### config.mk
export PLATFORM = sky130hd
export DESIGN_NAME = i2c_master_bit_engine_top
export DESIGN_NICKNAME = d
export VERILOG_FILES = /design/src/rtl/i2cm_pkg.sv /design/src/rtl/i2cm_front.sv /design/src/rtl/i2cm_back.sv /design/src/rtl/i2c_master_bit_engine_top.sv
export SDC_FILE = /design/constraint.sdc
export NUM_CORES = 1
export LEC_CHECK = 0
export BUFFER_PORTS_ARGS = -buffer_cell sky130_fd_sc_hd__buf_2
export CAP_MARGIN = 20
export CORE_MARGIN = 2
export CORE_UTILIZATION = 32
export CTS_CLUSTER_DIAMETER = 30
export DETAILED_ROUTE_END_ITERATION = 8
export PLACE_DENSITY = 0.48
export SLEW_MARGIN = 20
export SYNTH_ARGS = -nofsm -noshare
export SYNTH_HDL_FRONTEND = slang
export SYNTH_SLANG_ARGS = --single-unit
### constraint.sdc
create_clock -name clk -period 2.9 [get_ports clk]
set_input_delay 0.29 -clock clk [delete_from_list [all_inputs] [get_ports clk]]
set_output_delay 0.29 -clock clk [all_outputs]
set_load 0.05 [all_outputs]
### src/rtl/i2cm_pkg.sv
// Shared types, command codes and register indexes of the I2C master bit engine.
package i2cm_pkg;

  localparam int CfgWidth = 8;
  localparam int CfgIdxWidth = 1;

  localparam logic [CfgIdxWidth-1:0] CFG_TICKS_PER_US = 1'd0;
  localparam logic [CfgIdxWidth-1:0] CFG_ACK_POLL_LIMIT = 1'd1;

  localparam logic [7:0] TICKS_PER_US_RST = 8'd1;
  localparam logic [7:0] ACK_POLL_LIMIT_RST = 8'd250;

  localparam logic [2:0] OP_NONE  = 3'd0;
  localparam logic [2:0] OP_START = 3'd1;
  localparam logic [2:0] OP_STOP  = 3'd2;
  localparam logic [2:0] OP_WRITE = 3'd3;
  localparam logic [2:0] OP_READ  = 3'd4;
  localparam logic [2:0] OP_ACK   = 3'd5;
  localparam logic [2:0] OP_NACK  = 3'd6;
  localparam logic [2:0] OP_WAIT  = 3'd7;

  localparam logic [3:0] BITS_PER_BYTE = 4'd8;

  typedef struct packed {
    logic [2:0] operation;
    logic [7:0] write_data;
    logic       sda_in;
  } in_item_t;

  typedef struct packed {
    logic       scl_out;
    logic       sda_out;
    logic       sda_drive;
    logic       busy_res;
    logic       done_res;
    logic [7:0] read_data;
    logic       ack_timeout;
  } out_item_t;

  // Classified item as it sits in the queue between front and back.
  typedef struct packed {
    logic       start_req;
    logic [2:0] op;
    logic [7:0] wdata;
    logic       sda;
  } q_item_t;

endpackage

### src/rtl/i2cm_front.sv
// Input side: accepts items, classifies the command and queues them for the sequencer.
module i2cm_front
  import i2cm_pkg::*;
(
  input  logic     clk,
  input  logic     rst_n,
  input  logic     in_valid,
  output logic     in_ready,
  input  in_item_t in_data,
  output logic     q_valid,
  input  logic     q_pop,
  output q_item_t  q_item
);

  q_item_t    q_mem_r [2];
  logic       wr_ptr_r, wr_ptr_nxt;
  logic       rd_ptr_r, rd_ptr_nxt;
  logic [1:0] count_r, count_nxt;
  logic       push;
  logic       pop;
  q_item_t    cls;

  assign in_ready = (count_r != 2'd2);
  assign push     = in_valid && in_ready;
  assign q_valid  = (count_r != 2'd0);
  assign pop      = q_pop && q_valid;
  assign q_item   = q_mem_r[rd_ptr_r];

  always_comb begin
    cls.start_req = (in_data.operation != OP_NONE);
    cls.op        = in_data.operation;
    cls.wdata     = in_data.write_data;
    cls.sda       = in_data.sda_in;
  end

  always_comb begin
    wr_ptr_nxt = push ? ~wr_ptr_r : wr_ptr_r;
    rd_ptr_nxt = pop ? ~rd_ptr_r : rd_ptr_r;
    count_nxt  = count_r + 2'(push) - 2'(pop);
  end

  always_ff @(posedge clk) begin
    if (!rst_n) begin
      wr_ptr_r <= 1'b0;
      rd_ptr_r <= 1'b0;
      count_r  <= 2'd0;
    end else begin
      wr_ptr_r <= wr_ptr_nxt;
      rd_ptr_r <= rd_ptr_nxt;
      count_r  <= count_nxt;
    end
  end

  always_ff @(posedge clk) begin
    if (push) begin
      q_mem_r[wr_ptr_r] <= cls;
    end
  end

endmodule

### src/rtl/i2cm_back.sv
// Bus sequencer: runs the pin sequences one tick per item and registers each result.
module i2cm_back
  import i2cm_pkg::*;
(
  input  logic                   clk,
  input  logic                   rst_n,
  input  logic                   cfg_we,
  input  logic [CfgIdxWidth-1:0] cfg_index,
  input  logic [CfgWidth-1:0]    cfg_wdata,
  input  logic                   q_valid,
  output logic                   q_pop,
  input  q_item_t                q_item,
  output logic                   out_valid,
  input  logic                   out_ready,
  output out_item_t              out_data
);

  logic [7:0] tpm_r;
  logic [7:0] poll_lim_r;

  logic [2:0] cmd_r, cmd_nxt;
  logic [1:0] phase_r, phase_nxt;
  logic [3:0] bit_r, bit_nxt;
  logic [9:0] delay_r, delay_nxt;
  logic [7:0] shift_r, shift_nxt;
  logic [7:0] poll_r, poll_nxt;
  logic       scl_r, scl_nxt;
  logic       sda_r, sda_nxt;
  logic       en_r, en_nxt;
  logic       tmo_r, tmo_nxt;
  logic [7:0] rd_r, rd_nxt;
  logic       done;
  logic [3:0] bit_inc;
  logic       fire;
  logic       out_valid_r;
  out_item_t  out_r;

  // Hold length in ticks for 1, 2 or 4 delay units.
  function automatic logic [9:0] hold_len(input logic [1:0] sh, input logic [7:0] tpm);
    hold_len = {2'b00, tpm} << sh;
  endfunction

  assign fire      = q_valid && (!out_valid_r || out_ready);
  assign q_pop     = fire;
  assign out_valid = out_valid_r;
  assign out_data  = out_r;
  assign bit_inc   = bit_r + 4'd1;

  always_ff @(posedge clk) begin
    if (!rst_n) begin
      tpm_r      <= TICKS_PER_US_RST;
      poll_lim_r <= ACK_POLL_LIMIT_RST;
    end else if (cfg_we) begin
      unique case (cfg_index)
        CFG_TICKS_PER_US:   tpm_r      <= cfg_wdata;
        CFG_ACK_POLL_LIMIT: poll_lim_r <= cfg_wdata;
        default: ;
      endcase
    end
  end

  always_comb begin
    cmd_nxt   = cmd_r;
    phase_nxt = phase_r;
    bit_nxt   = bit_r;
    delay_nxt = delay_r;
    shift_nxt = shift_r;
    poll_nxt  = poll_r;
    scl_nxt   = scl_r;
    sda_nxt   = sda_r;
    en_nxt    = en_r;
    tmo_nxt   = tmo_r;
    rd_nxt    = rd_r;
    done      = 1'b0;

    if (cmd_r == OP_NONE) begin
      if (q_item.start_req) begin
        cmd_nxt   = q_item.op;
        bit_nxt   = 4'd0;
        poll_nxt  = 8'd0;
        phase_nxt = 2'd0;
        unique case (q_item.op)
          OP_START: begin
            en_nxt = 1'b1; sda_nxt = 1'b1; scl_nxt = 1'b1;
            delay_nxt = hold_len(2'd2, tpm_r);
          end
          OP_STOP: begin
            en_nxt = 1'b1; scl_nxt = 1'b0; sda_nxt = 1'b0;
            delay_nxt = hold_len(2'd2, tpm_r);
          end
          OP_WRITE: begin
            en_nxt = 1'b1; scl_nxt = 1'b0;
            sda_nxt   = q_item.wdata[7];
            shift_nxt = {q_item.wdata[6:0], 1'b0};
            delay_nxt = hold_len(2'd1, tpm_r);
          end
          OP_READ: begin
            en_nxt = 1'b0; scl_nxt = 1'b0; shift_nxt = 8'd0;
            delay_nxt = hold_len(2'd1, tpm_r);
          end
          OP_ACK, OP_NACK: begin
            scl_nxt = 1'b0; en_nxt = 1'b1;
            sda_nxt = (q_item.op == OP_NACK);
            delay_nxt = hold_len(2'd1, tpm_r);
          end
          default: begin
            tmo_nxt = 1'b0; en_nxt = 1'b0; sda_nxt = 1'b1;
            delay_nxt = hold_len(2'd0, tpm_r);
          end
        endcase
      end
    end else if (cmd_r == OP_WAIT && phase_r == 2'd2) begin
      // Acknowledge poll: low SDA ends the command, too many highs force a stop.
      if (!q_item.sda) begin
        scl_nxt = 1'b0;
        cmd_nxt = OP_NONE; phase_nxt = 2'd0; delay_nxt = 10'd0; done = 1'b1;
      end else if (poll_r >= poll_lim_r) begin
        tmo_nxt = 1'b1;
        cmd_nxt = OP_STOP; en_nxt = 1'b1; scl_nxt = 1'b0; sda_nxt = 1'b0;
        phase_nxt = 2'd0; delay_nxt = hold_len(2'd2, tpm_r);
      end else begin
        poll_nxt = poll_r + 8'd1;
      end
    end else if (delay_r > 10'd1) begin
      delay_nxt = delay_r - 10'd1;
    end else begin
      unique case (cmd_r)
        OP_START: begin
          if (phase_r == 2'd0) begin
            sda_nxt = 1'b0; phase_nxt = 2'd1; delay_nxt = hold_len(2'd2, tpm_r);
          end else begin
            scl_nxt = 1'b0;
            cmd_nxt = OP_NONE; phase_nxt = 2'd0; delay_nxt = 10'd0; done = 1'b1;
          end
        end
        OP_STOP: begin
          if (phase_r == 2'd0) begin
            scl_nxt = 1'b1; sda_nxt = 1'b1;
            phase_nxt = 2'd1; delay_nxt = hold_len(2'd2, tpm_r);
          end else begin
            cmd_nxt = OP_NONE; phase_nxt = 2'd0; delay_nxt = 10'd0; done = 1'b1;
          end
        end
        OP_WRITE: begin
          if (phase_r == 2'd0) begin
            scl_nxt = 1'b1; phase_nxt = 2'd1; delay_nxt = hold_len(2'd1, tpm_r);
          end else if (phase_r == 2'd1) begin
            scl_nxt = 1'b0; phase_nxt = 2'd2; delay_nxt = hold_len(2'd1, tpm_r);
          end else begin
            bit_nxt = bit_inc;
            if (bit_inc >= BITS_PER_BYTE) begin
              cmd_nxt = OP_NONE; phase_nxt = 2'd0; delay_nxt = 10'd0; done = 1'b1;
            end else begin
              sda_nxt   = shift_r[7];
              shift_nxt = {shift_r[6:0], 1'b0};
              phase_nxt = 2'd0;
              delay_nxt = hold_len(2'd1, tpm_r);
            end
          end
        end
        OP_READ: begin
          if (phase_r == 2'd0) begin
            scl_nxt   = 1'b1;
            shift_nxt = {shift_r[6:0], q_item.sda};
            phase_nxt = 2'd1;
            delay_nxt = hold_len(2'd0, tpm_r);
          end else begin
            bit_nxt = bit_inc;
            if (bit_inc >= BITS_PER_BYTE) begin
              rd_nxt  = shift_r;
              cmd_nxt = OP_NONE; phase_nxt = 2'd0; delay_nxt = 10'd0; done = 1'b1;
            end else begin
              scl_nxt = 1'b0; phase_nxt = 2'd0; delay_nxt = hold_len(2'd1, tpm_r);
            end
          end
        end
        OP_ACK, OP_NACK: begin
          if (phase_r == 2'd0) begin
            scl_nxt = 1'b1; phase_nxt = 2'd1; delay_nxt = hold_len(2'd1, tpm_r);
          end else begin
            scl_nxt = 1'b0;
            cmd_nxt = OP_NONE; phase_nxt = 2'd0; delay_nxt = 10'd0; done = 1'b1;
          end
        end
        OP_WAIT: begin
          if (phase_r == 2'd0) begin
            scl_nxt = 1'b1; phase_nxt = 2'd1; delay_nxt = hold_len(2'd0, tpm_r);
          end else begin
            // First poll happens on the tick that ends the SCL-high hold.
            phase_nxt = 2'd2;
            if (!q_item.sda) begin
              scl_nxt = 1'b0;
              cmd_nxt = OP_NONE; phase_nxt = 2'd0; delay_nxt = 10'd0; done = 1'b1;
            end else if (poll_r >= poll_lim_r) begin
              tmo_nxt = 1'b1;
              cmd_nxt = OP_STOP; en_nxt = 1'b1; scl_nxt = 1'b0; sda_nxt = 1'b0;
              phase_nxt = 2'd0; delay_nxt = hold_len(2'd2, tpm_r);
            end else begin
              poll_nxt = poll_r + 8'd1;
            end
          end
        end
        default: begin
          cmd_nxt = OP_NONE; phase_nxt = 2'd0; delay_nxt = 10'd0; done = 1'b1;
        end
      endcase
    end
  end

  always_ff @(posedge clk) begin
    if (!rst_n) begin
      cmd_r       <= OP_NONE;
      phase_r     <= 2'd0;
      bit_r       <= 4'd0;
      delay_r     <= 10'd0;
      shift_r     <= 8'd0;
      poll_r      <= 8'd0;
      scl_r       <= 1'b1;
      sda_r       <= 1'b1;
      en_r        <= 1'b1;
      tmo_r       <= 1'b0;
      rd_r        <= 8'd0;
      out_valid_r <= 1'b0;
    end else begin
      if (fire) begin
        cmd_r   <= cmd_nxt;
        phase_r <= phase_nxt;
        bit_r   <= bit_nxt;
        delay_r <= delay_nxt;
        shift_r <= shift_nxt;
        poll_r  <= poll_nxt;
        scl_r   <= scl_nxt;
        sda_r   <= sda_nxt;
        en_r    <= en_nxt;
        tmo_r   <= tmo_nxt;
        rd_r    <= rd_nxt;
        out_valid_r <= 1'b1;
      end else if (out_ready) begin
        out_valid_r <= 1'b0;
      end
    end
  end

  always_ff @(posedge clk) begin
    if (fire) begin
      out_r.scl_out     <= scl_nxt;
      out_r.sda_out     <= sda_nxt;
      out_r.sda_drive   <= en_nxt;
      out_r.busy_res    <= (cmd_nxt != OP_NONE);
      out_r.done_res    <= done;
      out_r.read_data   <= rd_nxt;
      out_r.ack_timeout <= tmo_nxt;
    end
  end

endmodule

### src/rtl/i2c_master_bit_engine_top.sv
// Top level of the I2C master bit engine: input queue front and bus sequencer back.
//
// Each input item is one timing tick: an optional command, a byte to write and
// the sampled SDA level. Each accepted item yields exactly one result item with
// the SCL/SDA levels, SDA drive enable, busy, done, read byte and timeout flag
// as they stand after that tick.
// Both channels use valid/ready. An item is written into the two-entry queue at
// the edge that accepted it, and the sequencer loads its result from the queue
// into the output register at a later edge on which the output is not stalled.
// Throughput is one item per clock while the receiver does not stall, limited by
// the one-tick-per-cycle sequencer update.
// When the receiver stalls, the result holds in the output register and the
// queue absorbs up to two more items before in_ready drops.
// The configuration registers (index 0 ticks per microsecond, index 1 poll limit)
// are written via cfg_we/cfg_index/cfg_wdata by the user only while no item is in flight,
// unchecked by the block. A synchronous low rst_n empties the queue, drops out_valid,
// returns the sequencer to idle with SCL and SDA high and loads the register defaults.
module i2c_master_bit_engine_top
  import i2cm_pkg::*;
(
  input  logic                   clk,
  input  logic                   rst_n,
  input  logic                   in_valid,
  output logic                   in_ready,
  input  in_item_t               in_data,
  output logic                   out_valid,
  input  logic                   out_ready,
  output out_item_t              out_data,
  input  logic                   cfg_we,
  input  logic [CfgIdxWidth-1:0] cfg_index,
  input  logic [CfgWidth-1:0]    cfg_wdata
);

  logic    q_valid;
  logic    q_pop;
  q_item_t q_item;

  i2cm_front u_front (
    .clk      (clk),
    .rst_n    (rst_n),
    .in_valid (in_valid),
    .in_ready (in_ready),
    .in_data  (in_data),
    .q_valid  (q_valid),
    .q_pop    (q_pop),
    .q_item   (q_item)
  );

  i2cm_back u_back (
    .clk       (clk),
    .rst_n     (rst_n),
    .cfg_we    (cfg_we),
    .cfg_index (cfg_index),
    .cfg_wdata (cfg_wdata),
    .q_valid   (q_valid),
    .q_pop     (q_pop),
    .q_item    (q_item),
    .out_valid (out_valid),
    .out_ready (out_ready),
    .out_data  (out_data)
  );

endmodule

Word-level counts from Yosys, hierarchy flattened
Memories as Yosys holds them, arrays and structs flattened. A register that Yosys moved wholly into a read port is not among the register bits. Cells that the tools add are included.

Flip-flop bits (word level): 82. Bits in writable memories: 26. Bits of input ports: 26. Output and inout port bits: 16. Word-level logic and storage cells: 232. Memories: 1.

$add $sub $neg: 5. $lt $le $gt $ge: 3. Equality and inequality tests: 28. Muxes and demuxes: 137. Bitwise gates (word level): 3. Reduce and logical (&&, ||, !) cells: 31.

Memories: u_front.q_mem_r (words 2, bits a word 13, read ports 1, clocked after memory_dff 1, wr ports 1, RTL line i2cm_front.sv:15) `q_item_t q_mem_r [2];`.

Operator list (count): $mux 8 (22); $mux 10 (11); $mux 1 (60); $pmux 10 s5 (1); $mux 3 (12); $pmux 8 s2 (2); $mux 4 (7); $mux 2 (11); $eq 3x3->1 const B (7); $pmux 10 s2 (1); $mux 9 (2); $reduce_or 5->1 (3); $eq 3x2->1 const B (4); $ne 3x2->1 const B (4); $pmux 1 s4 (3); $pmux 3 s4 (1); $reduce_bool 3->1 (4); $gt 10x1->1 const B (1); $reduce_and 10->1 (1); $sub 10x1->10 const B (1); $ne 3x1->1 const B (3); $add 8x1->8 const B (1); $ge 8x8->1 (1); $pmux 4 s2 (1); other kinds (28) (43).

Depth between registers and ports, before layout
Depth after elaboration: 10. Depth in mapped cells: 12.

Hierarchy
A second synthesis with hierarchy kept.

Cells, all modules: 749. Area, all modules: 6512.5 µm².

By module, submodules not included: i2cm_back (times used 1, cells an instance 684, area an instance 5332.6 µm², seq. area each 1701.6 µm²); i2cm_front (times used 1, cells an instance 65, area an instance 1179.9 µm², seq. area each 880.8 µm²).

Worst setup path before layout
OpenSTA, ideal clock, no wires.

Path type: register to register. Start: reg u_back.out_valid_r, in the netlist u_back.out_valid. End: reg u_front.count_r[1]. Library setup time: 0.128 ns. Data arrival time: 3.027 ns. Data required time: 2.772 ns. Path slack: -0.254 ns. Cell stages (with the launch flop): 13. Buffers on the path: 3. Clock period less this slack: 3.154 ns. Path through: dfxtp_1 nor2b_1 or2_2 clkbuf_1 inv_1 clkbuf_1 clkbuf_1 ha_1 inv_1 ha_1 xor2_1 xnor2_1 nor2_1.

Longest elaborated chain between the ends: 5.

Ends and longest elaborated chain: start, declared (RTL line i2cm_back.sv:35) `logic out_valid_r;`; start signal, assigned (RTL line i2cm_back.sv:223) `out_valid_r <= 1'b0;`; start signal, assigned (RTL line i2cm_back.sv:237) `out_valid_r <= 1'b1;`; start signal, assigned (RTL line i2cm_back.sv:239) `out_valid_r <= 1'b0;`; $logic_not 1->1 (RTL line i2cm_back.sv:43) `assign fire = q_valid && (!out_valid_r || out_ready);`; $logic_or 1x1->1 (RTL line i2cm_back.sv:43); $logic_and 1x1->1 (RTL line i2cm_back.sv:43); named net q_pop (RTL line i2c_master_bit_engine_top.sv:35) `logic q_pop;`; $logic_and 1x1->1 (RTL line i2cm_front.sv:26) `assign pop = q_pop && q_valid;`; $sub 2x1->2 (RTL line i2cm_front.sv:39) `count_nxt = count_r + 2'(push) - 2'(pop);`; end signal, assigned (RTL line i2cm_front.sv:50) `count_r <= count_nxt;`; end, declared (RTL line i2cm_front.sv:18) `logic [1:0] count_r, count_nxt;`.

The timed path passes the listed nets, and every way through them passes these cells. A chain may end at the register's enable or synchronous reset.

Worst setup path in the final report
Start: reg u_back.delay_r[3]. End: reg u_back.shift_r[1].

Longest elaborated chain between the ends: 3.

Ends and longest elaborated chain: start, declared (RTL line i2cm_back.sv:24) `logic [9:0] delay_r, delay_nxt;`; start signal, assigned (RTL line i2cm_back.sv:229) `delay_r <= delay_nxt;`; $gt 10x1->1 (RTL line i2cm_back.sv:124) `end else if (delay_r > 10'd1) begin`; $ne 2x1->1 (no line); $reduce_and 10->1 (no line); end signal, assigned (RTL line i2cm_back.sv:230) `shift_r <= shift_nxt;`; end, declared (RTL line i2cm_back.sv:25) `logic [7:0] shift_r, shift_nxt;`.

Every way passes these cells.

==> flow_summary.yaml <==
placement:
  placed_cells: 1034
  gp_congestion: 0.9309
  placed_area_um2: 6972
  dp_hpwl_mm: 14.65
  io_buffers: 41
timing:
  slew_violations: 0
  max_freq_ghz: 0.3591
  min_period_over_period_pct: 96.04
  skew_ns: 0.01405
  finalHoldViolCount: 0
  rsz0062_at_grt: "no"
  slew-limit-headroom_pct: 57.70
  worst_pin_slew_ns: 0.6342
  setup_viol: 0
  fin_setup_tns_ns: 0
  period_minus_slack_ns: 2.785
routing:
  drtPass1Iterations: 5
  ant_nets: 0
  drc: 0
  drtIter0Drc: 517
  routed_via_density: 5.558
  num_vias: 5836
  drt-total-wl_mm: 19.76
  wire_per_inst_um: 18.82
synth:
  synthDominantCellAreaShare_pct: 22.39
  synthCells: 723
  synth_top_area_cell: "dfxtp_1"
  synth_edf_count: 40
  synth.area.top_cells: "dfxtp_1 (22%), edfxtp_1 (19%), a21oi_1 (6.1%)"
  ys.flop_type: "dfxtp_1"
  synth_seq_cells: 109
  seq_area_frac_synth_pct: 41.87
  synth.avg_cell_area_um2: 8.532
  yosysWarningCount: 0
  async_reset_ff_share_pct: 0
  synth_fp_nets: 763
  syn_area_um2: 6168
  synth.distinct_cells: 65
clock_tree:
  clk_latency_ns: 0.38
  clockBufferDepth: 2
  cts_buffers: 9
  clkTransAtPathRegs_ns: 0.09
  cts_resized: 0
  htreeDepth: 3
  cts_setup_buffers: 0
  cts_root_buf: "clkbuf_16"
  holdBufCountCts: 0
  clock-sinks: 109
  cts_tree: "done"
min_path:
  min_path_type: "in -> reg"
final_layout:
  post-route-util_pct: 38.76
  final_cell_mix: "nand2_1 (82), a21oi_1 (75), dfxtp_1 (69)"
  area_growth_pct: 18.32
  final_common_cell: "nand2_1"
  diodes: 0
  nets: 825
  fin_area_um2: 7298
  nFillCells: 1946
  fin_cells: 1050
  drive_gt1_share_pct: 18.23
power:
  p_total_mw: 7.973
  powerDensity_nw_per_um2: 1092
  leakage_nw: 2.760
  ir_drop_mv: 0.4305
die:
  dieArea_um2: 20400
  die_h_um: 142.8
  coreArea_um2: 18830
  rows: 50
  die_w_um: 142.8
  start_util_pct: 32.76
  ios: 42
global_route:
  grt_max_degree: 37
  antenna_found_initial: 0
  grt_use_total_pct: 19.76
  grt_pass1_wl_mm: 31.21
  overflow: 0
  grt_pass1_vias: 5665
critical_path:
  critical_path_class: "reg -> reg"
  critPathMostFrequentCell: "buf_4"
  startpoint_type: "flop"
  crit_chain: "or4_1 > buf_4 > nor4_1 > o221ai_1 > nor3_1 > buf_4 > nor2_1 > a211oi_1"
  worstSetupEndpointType: "flop"
  crit_slowest_cell: "or4_1"
  slowest_delay_ns: 0.56
  worstPathMaxFanout: 16
  critPathArrivalTime_ns: 3.08
  required_ns: 3.19
job:
  maxCapViolations: 0
run_status:
  status: "complete, no violations"
==> area by class of cell <==
| class | count | area, µm² | share of cell area (%) |
|---|---|---|---|
| multi-input cells | 539 | 3298 | 45.19 |
| flip-flops and latches | 109 | 2582 | 35.38 |
| repair buffers | 102 | 675.6 | 9.258 |
| well taps | 260 | 325.3 | 4.457 |
| clock buffers | 9 | 225.2 | 3.086 |
| clock inverters | 7 | 101.3 | 1.389 |
| inverters | 24 | 90.09 | 1.234 |
==> registers in the layout (all words and copies together), names as in the netlist, named ones only <==
| register | cells |
|---|---|
| u_front.q_mem_r | 26 |
| u_back.out_data | 14 |
| u_back.delay_r | 10 |
| u_back.poll_lim_r | 8 |
| u_back.poll_r | 8 |
| u_back.rd_r | 8 |
| u_back.shift_r | 8 |
| u_back.tpm_r | 8 |
| u_back.bit_r | 4 |
| u_back.cmd_r | 3 |
| u_back.phase_r | 2 |
| u_front.count_r | 2 |
| u_back.en_r | 1 |
| u_back.out_valid | 1 |
| u_back.scl_r | 1 |
| u_back.sda_r | 1 |
| u_back.tmo_r | 1 |
| u_front.rd_ptr_r | 1 |
| u_front.wr_ptr_r | 1 |
==> per-stage QoR <==
| stage | hold slack (ns) | setup WS (ns) |
|---|---|---|
| floorplan | 0.3889 | 0.05702 |
| global route | 0.08682 | 0.006659 |
| finish | 0.09352 | 0.1150 |
| detailed placement | 0.4470 | 0.06831 |
| CTS | 0.08282 | 0.04949 |
| global placement | 0.4395 | 0.1853 |
==> kinds of logic after synthesis <==
logic type                 Yosys count  share of synthesized area [%]
and+or+nand+nor                    242                          18.38
AOI/OAI and AO/OA                  231                          23.79
DFF                                109                          41.87
buffers and inverters               75                          4.767
muxes                               34                          5.801
xor gates and xnor gates            18                          2.556
adders and majority gates           14                          2.840
==> layer usage <==
metal	track usage (%)	up-vias	wire length, µm
met2	30.34	184	9015
met5	0	-	0
met4	8.546	0	517
li1	-	2781	-
met1	27.27	2833	9161
met3	3.521	38	1061
==> power by group <==
group / internal (mW) / switching [mW] / leakage (nW)
combinational: 1.58 / 2.81 / 1.66
clock: 0.638 / 0.693 / 0.157
sequential: 1.96 / 0.284 / 0.940
==> critical path, delay by kind of cell (launching register included) <==
kind                   cells  cell delay, ns
AND/OR/NAND/NOR            4            1.37
AO/OA/AOI/OAI              2            0.53
flip-flops                 1            0.37
buffers and inverters      2            0.44
==> final timing paths <==
path	slack, ns	startpoint	cells after the start	endpoint
worst min register to register	0.46	u_back.rd_r[6]$_SDFFE_PN0P_	2	u_back.rd_r[6]$_SDFFE_PN0P_
worst min-delay path	0.09	in_data[3]	1	u_front.q_mem_r[0][3]$_DFFE_PP_
worst max-delay path	0.11	u_back.delay_r[3]$_SDFFE_PN0P_	8	u_back.shift_r[1]$_SDFFE_PN0P_
worst max register to register	0.11	u_back.delay_r[3]$_SDFFE_PN0P_	8	u_back.shift_r[1]$_SDFFE_PN0P_
==> cells in the mapped netlist, types with 14 or more instances <==
master	count
nand2_1	82
a21oi_1	75
dfxtp_1	69
nor2_1	65
mux2_2	14
clkbuf_1	43
mux2i_1	20
o21ai_0	52
nor3_1	17
inv_1	24
edfxtp_1	40
nand3_1	22
ha_1	14
Power figures use the tool's default switching activity.
